`config.mk`:
```
export PLATFORM = sky130hd
export DESIGN_NAME = heater_thermostat_node_controller_unit_flat
export DESIGN_NICKNAME = d
export VERILOG_FILES = /design/src/hdl/hnc_pkg.sv /design/src/hdl/hnc_item_if.sv /design/src/hdl/hnc_result_if.sv /design/src/hdl/hnc_core.sv /design/src/hdl/heater_thermostat_node_controller_unit.sv /design/src/flat_wrapper.sv
export SDC_FILE = /design/constraint.sdc
export NUM_CORES = 1
export LEC_CHECK = 0
export ABC_CLOCK_PERIOD_IN_PS = 3200
export BUFFER_PORTS_ARGS = -buffer_cell sky130_fd_sc_hd__buf_2
export CORE_MARGIN = 3
export CORE_UTILIZATION = 48
export CTS_BUF_LIST = sky130_fd_sc_hd__clkbuf_8
export CTS_CLUSTER_SIZE = 40
export DETAILED_ROUTE_END_ITERATION = 12
export MAX_ROUTING_LAYER = met4
export PLACE_DENSITY = 0.73
export RECOVER_POWER = 100
export SETUP_SLACK_MARGIN = 0.5
export SLEW_MARGIN = 20
export SYNTH_ARGS = -nofsm -noshare
export SYNTH_HDL_FRONTEND = slang
export SYNTH_HIERARCHICAL = 1
export SYNTH_SLANG_ARGS = --single-unit
export TNS_END_PERCENT = 20
```
`constraint.sdc`:
```
create_clock -name clk_i -period 3.2 [get_ports clk_i]
set_input_delay 0.96 -clock clk_i [delete_from_list [all_inputs] [get_ports clk_i]]
set_output_delay 0.96 -clock clk_i [all_outputs]
set_load 0.1 [all_outputs]
```
`src/hdl/hnc_pkg.sv`:
```
package hnc_pkg;

  localparam logic [7:0] REPORT_INTERVAL_RESET = 8'd60;

  localparam logic [7:0] CMD_SET_OUTPUTS = 8'd20;
  localparam logic [7:0] CMD_REQ_REPORT  = 8'd50;

  localparam logic REQ_SAMPLE  = 1'b0;
  localparam logic REQ_COMMAND = 1'b1;

  localparam logic [7:0] MODE_OFF        = 8'd0;
  localparam logic [7:0] MODE_ON         = 8'd1;
  localparam logic [7:0] MODE_THERMOSTAT = 8'd2;

  localparam logic [7:0] STATUS_OK     = 8'd0;
  localparam logic [7:0] SIGN_NEGATIVE = 8'd1;

  localparam logic [1:0] KIND_PERIODIC = 2'd0;
  localparam logic [1:0] KIND_REQUEST  = 2'd1;
  localparam logic [1:0] KIND_ERROR    = 2'd2;

  // Temperature magnitude in tenths: up to 255*10 + 255.
  localparam int TEMP_W = 12;

  typedef struct packed {
    logic       req_type;
    logic [7:0] read_status;
    logic [7:0] temp_int;
    logic [7:0] temp_tenth;
    logic [7:0] temp_sign;
    logic [7:0] packet_function;
    logic [7:0] lamp_cmd;
    logic [7:0] heater_mode_cmd;
    logic [7:0] setpoint_cmd;
  } item_t;

  typedef struct packed {
    logic       heater_on;
    logic       lamp_on;
    logic       report_valid;
    logic [1:0] report_kind;
    logic [7:0] heater_mode;
    logic [7:0] setpoint;
    logic [7:0] sensor_status;
  } result_t;

  typedef struct packed {
    logic       lamp;
    logic       heater;
    logic [7:0] mode;
    logic [7:0] setpoint;
    logic [7:0] counter;
    logic       pending;
  } state_t;

endpackage

```
`src/hdl/hnc_item_if.sv`:
```
interface hnc_item_if;
  logic                valid;
  logic                ready;
  hnc_pkg::item_t      payload;

  modport source (output valid, output payload, input ready);
  modport sink (input valid, input payload, output ready);
endinterface

```
`src/hdl/hnc_result_if.sv`:
```
interface hnc_result_if;
  logic                valid;
  logic                ready;
  hnc_pkg::result_t    payload;

  modport source (output valid, output payload, input ready);
  modport sink (input valid, input payload, output ready);
endinterface

```
`src/hdl/hnc_core.sv`:
```
module hnc_core (
  input  hnc_pkg::item_t   item_i,
  input  hnc_pkg::state_t  state_i,
  input  logic [7:0]       interval_i,
  output hnc_pkg::state_t  state_o,
  output hnc_pkg::result_t result_o
);

  logic [hnc_pkg::TEMP_W-1:0] mag;
  logic                       neg;
  logic                       too_hot;
  logic                       too_cold;
  logic [7:0]                 cnt_inc;

  // Magnitude times ten as two shifts and an add.
  assign mag = ({4'd0, item_i.temp_int} << 3) + ({4'd0, item_i.temp_int} << 1)
             + {4'd0, item_i.temp_tenth};
  assign neg = (item_i.temp_sign == hnc_pkg::SIGN_NEGATIVE) && (mag != '0);

  // The setpoint is never negative, so any negative reading is below it.
  assign too_hot  = !neg && (mag > {4'd0, state_i.setpoint});
  assign too_cold = neg || (mag < {4'd0, state_i.setpoint});
  assign cnt_inc  = state_i.counter + 8'd1;

  always_comb begin
    state_o  = state_i;
    result_o = '0;
    result_o.report_kind = hnc_pkg::KIND_PERIODIC;

    if (item_i.req_type == hnc_pkg::REQ_COMMAND) begin
      case (item_i.packet_function)
        hnc_pkg::CMD_SET_OUTPUTS: begin
          state_o.lamp     = (item_i.lamp_cmd != 8'd0);
          state_o.mode     = item_i.heater_mode_cmd;
          state_o.setpoint = item_i.setpoint_cmd;
          if (item_i.heater_mode_cmd == hnc_pkg::MODE_OFF) begin
            state_o.heater = 1'b0;
          end else if (item_i.heater_mode_cmd == hnc_pkg::MODE_ON) begin
            state_o.heater = 1'b1;
          end
        end
        hnc_pkg::CMD_REQ_REPORT: begin
          state_o.pending = 1'b1;
        end
        default: begin
        end
      endcase
    end else begin
      result_o.sensor_status = item_i.read_status;
      if (item_i.read_status == hnc_pkg::STATUS_OK) begin
        if (state_i.mode == hnc_pkg::MODE_THERMOSTAT) begin
          if (too_hot) begin
            state_o.heater = 1'b0;
          end else if (too_cold) begin
            state_o.heater = 1'b1;
          end
        end
        if (state_i.pending) begin
          state_o.pending       = 1'b0;
          state_o.counter       = 8'd0;
          result_o.report_valid = 1'b1;
          result_o.report_kind  = hnc_pkg::KIND_REQUEST;
        end else if (cnt_inc >= interval_i) begin
          state_o.counter       = 8'd0;
          result_o.report_valid = 1'b1;
        end else begin
          state_o.counter = cnt_inc;
        end
      end else begin
        result_o.report_valid = 1'b1;
        result_o.report_kind  = hnc_pkg::KIND_ERROR;
      end
    end

    result_o.heater_on   = state_o.heater;
    result_o.lamp_on     = state_o.lamp;
    result_o.heater_mode = state_o.mode;
    result_o.setpoint    = state_o.setpoint;
  end

endmodule

```
`src/hdl/heater_thermostat_node_controller_unit.sv`:
```
// Heater and lamp node controller with a deadband thermostat. Each item is a
// sensor sample or a command packet and yields exactly one result item that
// shows the lamp, heater, mode and setpoint after the update, plus any status
// report. An item is registered on entry; its result is registered in the
// output register when the item leaves the input register, and stays valid
// until it is taken. One item is taken every cycle while the result side
// keeps up; a result that is not taken holds the item behind it.
// The single update step between the input register and the state and result
// registers sets that rate. Write report_interval only while the block is
// idle.
module heater_thermostat_node_controller_unit (
  input  logic               clk_i,
  input  logic               rst_ni,
  hnc_item_if.sink           item_i,
  hnc_result_if.source       result_o,
  input  logic               cfg_we_i,
  input  logic [7:0]         cfg_wdata_i
);

  logic              in_valid_q;
  hnc_pkg::item_t    in_q;
  logic              out_valid_q;
  hnc_pkg::result_t  out_q;
  hnc_pkg::state_t   state_q;
  hnc_pkg::state_t   state_d;
  hnc_pkg::result_t  result_d;
  logic [7:0]        interval_q;
  logic              advance;
  logic              fire;

  assign advance      = !out_valid_q || result_o.ready;
  assign fire         = in_valid_q && advance;
  assign item_i.ready = !in_valid_q || advance;

  assign result_o.valid   = out_valid_q;
  assign result_o.payload = out_q;

  hnc_core u_core (
    .item_i     (in_q),
    .state_i    (state_q),
    .interval_i (interval_q),
    .state_o    (state_d),
    .result_o   (result_d)
  );

  always_ff @(posedge clk_i or negedge rst_ni) begin
    if (!rst_ni) begin
      in_valid_q  <= 1'b0;
      out_valid_q <= 1'b0;
      state_q     <= '0;
      interval_q  <= hnc_pkg::REPORT_INTERVAL_RESET;
    end else begin
      if (item_i.ready) begin
        in_valid_q <= item_i.valid;
      end
      if (advance) begin
        out_valid_q <= in_valid_q;
      end
      if (fire) begin
        state_q <= state_d;
      end
      if (cfg_we_i) begin
        interval_q <= cfg_wdata_i;
      end
    end
  end

  always_ff @(posedge clk_i) begin
    if (item_i.valid && item_i.ready) begin
      in_q <= item_i.payload;
    end
    if (fire) begin
      out_q <= result_d;
    end
  end

  // Forced modes pin the heater.
  a_mode_off_heater: assert property (@(posedge clk_i) disable iff (!rst_ni)
    (state_q.mode == hnc_pkg::MODE_OFF) |-> !state_q.heater)
    else $error("heater on in forced-off mode");

  a_mode_on_heater: assert property (@(posedge clk_i) disable iff (!rst_ni)
    (state_q.mode == hnc_pkg::MODE_ON) |-> state_q.heater)
    else $error("heater off in forced-on mode");

  // A good sample always consumes a pending report request.
  a_pending_cleared: assert property (@(posedge clk_i) disable iff (!rst_ni)
    (fire && (in_q.req_type == hnc_pkg::REQ_SAMPLE)
          && (in_q.read_status == hnc_pkg::STATUS_OK)) |=> !state_q.pending)
    else $error("report request survived a good sample");

  // A good sample with a request pending yields a request report.
  a_request_kind: assert property (@(posedge clk_i) disable iff (!rst_ni)
    (fire && (in_q.req_type == hnc_pkg::REQ_SAMPLE)
          && (in_q.read_status == hnc_pkg::STATUS_OK) && state_q.pending)
      |=> (out_valid_q && out_q.report_valid
           && (out_q.report_kind == hnc_pkg::KIND_REQUEST)))
    else $error("pending request not reported");

  a_item_no_overrun: assert property (@(posedge clk_i) disable iff (!rst_ni)
    (in_valid_q && !advance) |=> (in_valid_q && $stable(in_q)))
    else $error("held item lost or overwritten");

endmodule
```
`src/flat_wrapper.sv`:
```
// flat-port wrapper written by rule: the top's interface ports become plain ports
module heater_thermostat_node_controller_unit_flat 
  (clk_i, rst_ni, cfg_we_i, cfg_wdata_i, item_i_valid, item_i_payload, item_i_ready, result_o_valid, result_o_payload, result_o_ready);
  hnc_item_if item_i_i ();
  hnc_result_if result_o_i ();
  input  logic clk_i;
  input  logic rst_ni;
  input  logic cfg_we_i;
  input  logic [7:0] cfg_wdata_i;
  input wire logic [$bits(item_i_i.valid)-1:0] item_i_valid;
  input wire logic [$bits(item_i_i.payload)-1:0] item_i_payload;
  output wire logic [$bits(item_i_i.ready)-1:0] item_i_ready;
  output wire logic [$bits(result_o_i.valid)-1:0] result_o_valid;
  output wire logic [$bits(result_o_i.payload)-1:0] result_o_payload;
  input wire logic [$bits(result_o_i.ready)-1:0] result_o_ready;
  assign item_i_i.valid = item_i_valid;
  assign item_i_i.payload = item_i_payload;
  assign item_i_ready = item_i_i.ready;
  assign result_o_valid = result_o_i.valid;
  assign result_o_payload = result_o_i.payload;
  assign result_o_i.ready = result_o_ready;
  heater_thermostat_node_controller_unit u_core (.clk_i(clk_i), .rst_ni(rst_ni), .item_i(item_i_i), .result_o(result_o_i), .cfg_we_i(cfg_we_i), .cfg_wdata_i(cfg_wdata_i));
endmodule
```
==> impl_metrics.env <==
export IMPL_synth_compound_area_share_pct=5.93
export IMPL_initial_util_pct=49.8
export IMPL_synth_edf_count=94
export IMPL_ys_seq_area_share_pct=61.7
export IMPL_yosys_warnings=6
export IMPL_worst_pin_slew_ps=2160
export IMPL_tritoncts="yes"
export IMPL_finish_net_count=642
export IMPL_nFillCells=1041
export IMPL_synth_top_family_by_area="multiplexers"
export IMPL_setup_violations_final=2
export IMPL_cts_hold_buf=0
export IMPL_kind_of_start_point_of_the_critical_path="register"
export IMPL_detailedPlacementHpwl_mm=8.10
export IMPL_clock_slew_at_reported_path_ffs_ps=70
export IMPL_clock_root_buffer="sky130_fd_sc_hd__clkbuf_8"
export IMPL_parity_gate_share_of_the_synthesized_area_counting_xor_and_xnor_cells_pct=1.44
export IMPL_drt_pass1_iter_count=4
export IMPL_power_static_leakage_nw=3.03
export IMPL_timing_setup_critical_path_class="register to register"
export IMPL_globalRouteTotalUtil_pct=17.2
export IMPL_post_drt_via_cell_ratio=5.13
export IMPL_detailed_route_wire_length_mm=11.3
export IMPL_number_of_antenna_violations_at_the_first_check_in_global_routing=1
export IMPL_worstPathArrival_ps=3710
export IMPL_synth_mux_area_share_pct=10.8
export IMPL_synth_simple_gate_area_share_pct=8.27
export IMPL_global_route_overflow_total=0
export IMPL_power_density_cell_area_nw_per_um2=609
export IMPL_synthesis_area_per_instance_um2=14.8
export IMPL_syn_instance_count=411
export IMPL_post_route_period_util_pct=106
export IMPL_detailed_place_area_um2=6760
export IMPL_synth_adder_area_share_pct=7.74
export IMPL_wire_length_of_the_first_global_routing_pass_mm=18.3
export IMPL_ant_nets=0
export IMPL_coreArea_um2=12200
export IMPL_route_vias_total=3654
export IMPL_clkLatencyLatePin_ps=430
export IMPL_failed_checks="capacitance limit, slew limit, setup timing"
export IMPL_grt_pass1_vias=3835
export IMPL_clock_sinks=131
export IMPL_die_width_um=119
export IMPL_postSynth_asyncResetShare_pct=28.2
export IMPL_fp_row_count=40
export IMPL_syn_area_um2=6080
export IMPL_period_needed_ps=3390
export IMPL_die_area_um2=14100
export IMPL_clockBufferDepth=2
export IMPL_wire_per_inst_um=15.9
export IMPL_timing_critical_path_fanout_max=2
export IMPL_detailedPlace_worstSlack_ps=-158
export IMPL_initial_drc_count=199
export IMPL_rsz_0062_raised_after_global_routing="true"
export IMPL_status="complete, but fails checks"
export IMPL_area_growth_pct=16.5
export IMPL_max_cap_violations=1
export IMPL_synth_seq_cells=131
export IMPL_yosysTopAreaCellShare_pct=46.4
export IMPL_max_slew_margin_pct=-43.7
export IMPL_io_pin_count=109
export IMPL_placement_io_buffers=108
export IMPL_remaining_drc_errors=0
export IMPL_maxClockFrequency_ghz=0.295
export IMPL_final_cell_mix="94 x sky130_fd_sc_hd__edfxtp_1, 71 x sky130_fd_sc_hd__buf_2, 40 x sky130_fd_sc_hd__clkbuf_1"
export IMPL_skew_ps=9.14
export IMPL_cts_inserted_buffers=17
export IMPL_synthFlopType="sky130_fd_sc_hd__edfxtp_1"
export IMPL_critical_path_required_ps=3520
export IMPL_min_path_type="register to register"
export IMPL_timing_critical_path_to_type="register"
export IMPL_synth_lib_cells_used_distinct=54
export IMPL_layout_cell_area_non_filler_um2=7080
export IMPL_chip_height_um=119
export IMPL_synth_area_leader_cell="sky130_fd_sc_hd__edfxtp_1"
export IMPL_final_common_cell="sky130_fd_sc_hd__edfxtp_1"
export IMPL_final_count_of_hold_timing_violations=0
export IMPL_htree_depth=4
export IMPL_setup_ws_ps=-190
export IMPL_layout_drive_gt1_share_pct=28.4
export IMPL_synth_nets=523
export IMPL_final_max_slew_violation_count=38
export IMPL_grt_max_degree=38
export IMPL_routability_cong=0.870
export IMPL_worst_ir_drop_on_vdd_mv=0.376
export IMPL_cell_types_occupying_the_most_area_after_synthesis="sky130_fd_sc_hd__edfxtp_1 46%, sky130_fd_sc_hd__dfrtp_1 14%, sky130_fd_sc_hd__mux2_2 5.9%, sky130_fd_sc_hd__ha_1 5.8%, sky130_fd_sc_hd__mux2_4 4.7%"
## synth_stat cells (7+ instances only)
cell and instances:
sky130_fd_sc_hd__dfrtp_1 33, sky130_fd_sc_hd__edfxtp_1 94, sky130_fd_sc_hd__nor2b_1 9, sky130_fd_sc_hd__nand2_1 20
sky130_fd_sc_hd__ha_1 28, sky130_fd_sc_hd__buf_4 18, sky130_fd_sc_hd__nor4_1 7, sky130_fd_sc_hd__mux2_4 19
sky130_fd_sc_hd__a21o_1 9, sky130_fd_sc_hd__nor2_1 11, sky130_fd_sc_hd__mux2_2 32, sky130_fd_sc_hd__a21oi_1 11
sky130_fd_sc_hd__o21ai_0 14, sky130_fd_sc_hd__inv_1 19
## state kept, by name, summed over array words and instances, names as in the netlist
| name | cells |
|---|---|
| u_core/in_q | 65 |
| u_core/result_o.payload | 29 |
| u_core/state_q | 27 |
| u_core/interval_q | 8 |
| u_core/in_valid_q | 1 |
| u_core/result_o.valid | 1 |
## timing repair
action / CTS / global route
buffers inserted: 0 / 5
resized for setup: 2 / 12
setup endpoints to repair: 10 / 10
pin swaps: 2 / 13
## worst paths after layout
check | depth (start not counted) | slack (ps) | start | endpoint
max | 13 | -190 | u_core/in_q[48] | u_core/state_q[25]
min | 1 | 510 | u_core/interval_q[0] | u_core/interval_q[0]
max reg2reg | 13 | -190 | u_core/in_q[48] | u_core/state_q[25]
min reg2reg | 1 | 510 | u_core/interval_q[0] | u_core/interval_q[0]
max in group asynchronous | 1 | 650 | rst_ni | u_core/result_o.valid
min in group asynchronous | 1 | 1150 | rst_ni | u_core/state_q[5]
## metal layers
layer	part of all wire (%)	global-route usage, %	up-vias
met4	1.8	6.81	0
li1	-	-	1763
met3	5.8	5.02	19
met2	50	28.5	104
met5	0	-	-
met1	42	19.8	1768
## cells by family after synthesis
| family | count (synthesis) |
|---|---|
| muxes | 52 |
| xor gates and xnor gates | 10 |
| AOI/OAI and AO/OA | 53 |
| DFF | 131 |
| adders and majority gates | 34 |
| buffers and inverters | 44 |
| and+or+nand+nor | 87 |
## metrics by stage
| stage | total power [mW] | hold WS [ps] | std cells | util [%] | setup TNS (ps) |
|---|---|---|---|---|---|
| after global routing | 4.53 | 543 | 712 | 58.0 | -501 |
| after CTS | 4.35 | 520 | 706 | 58.5 | -174 |
| after global placement | 2.99 | 489 | 674 | 55.4 | -40.1 |
| final | 4.31 | 514 | 712 | 58.0 | -258 |
| after floorplan | 2.82 | 480 | 411 | - | -66.3 |
| after detailed placement | 3.03 | 503 | 674 | 55.4 | -195 |
## power breakdown
group / internal [mW] / leakage, nW / switching [mW]
Sequential: 1.99 / 1.39 / 0.0748
Clock: 0.730 / 0.217 / 0.578
Combinational: 0.323 / 1.42 / 0.613
Total: 3.05 / 3.03 / 1.27
## area by class of cell
class	instances	area (µm²)	share of cell area [%]
clock inverters	12	101	1.43
well taps	168	210	2.97
repair buffers	125	608	8.59
flip-flops and latches	131	3750	53.0
diodes	1	2.50	0.0353
multi-input cells	236	2060	29.1
inverters	19	71.3	1.01
clock buffers	20	275	3.89
## critical path: stages (launching register included)
cell	delay, ps
sky130_fd_sc_hd__edfxtp_1	420
sky130_fd_sc_hd__fa_1	560
sky130_fd_sc_hd__fa_2	410
sky130_fd_sc_hd__a211o_1	340
sky130_fd_sc_hd__o21ai_2	90
sky130_fd_sc_hd__xnor2_2	100
sky130_fd_sc_hd__ha_1	310
sky130_fd_sc_hd__nand4_1	130
sky130_fd_sc_hd__buf_4	130
sky130_fd_sc_hd__buf_4	90
sky130_fd_sc_hd__nor2_1	30
sky130_fd_sc_hd__a22o_1	180
sky130_fd_sc_hd__a32o_2	240
sky130_fd_sc_hd__mux2_2	250
(Power assumes the default switching activity.)
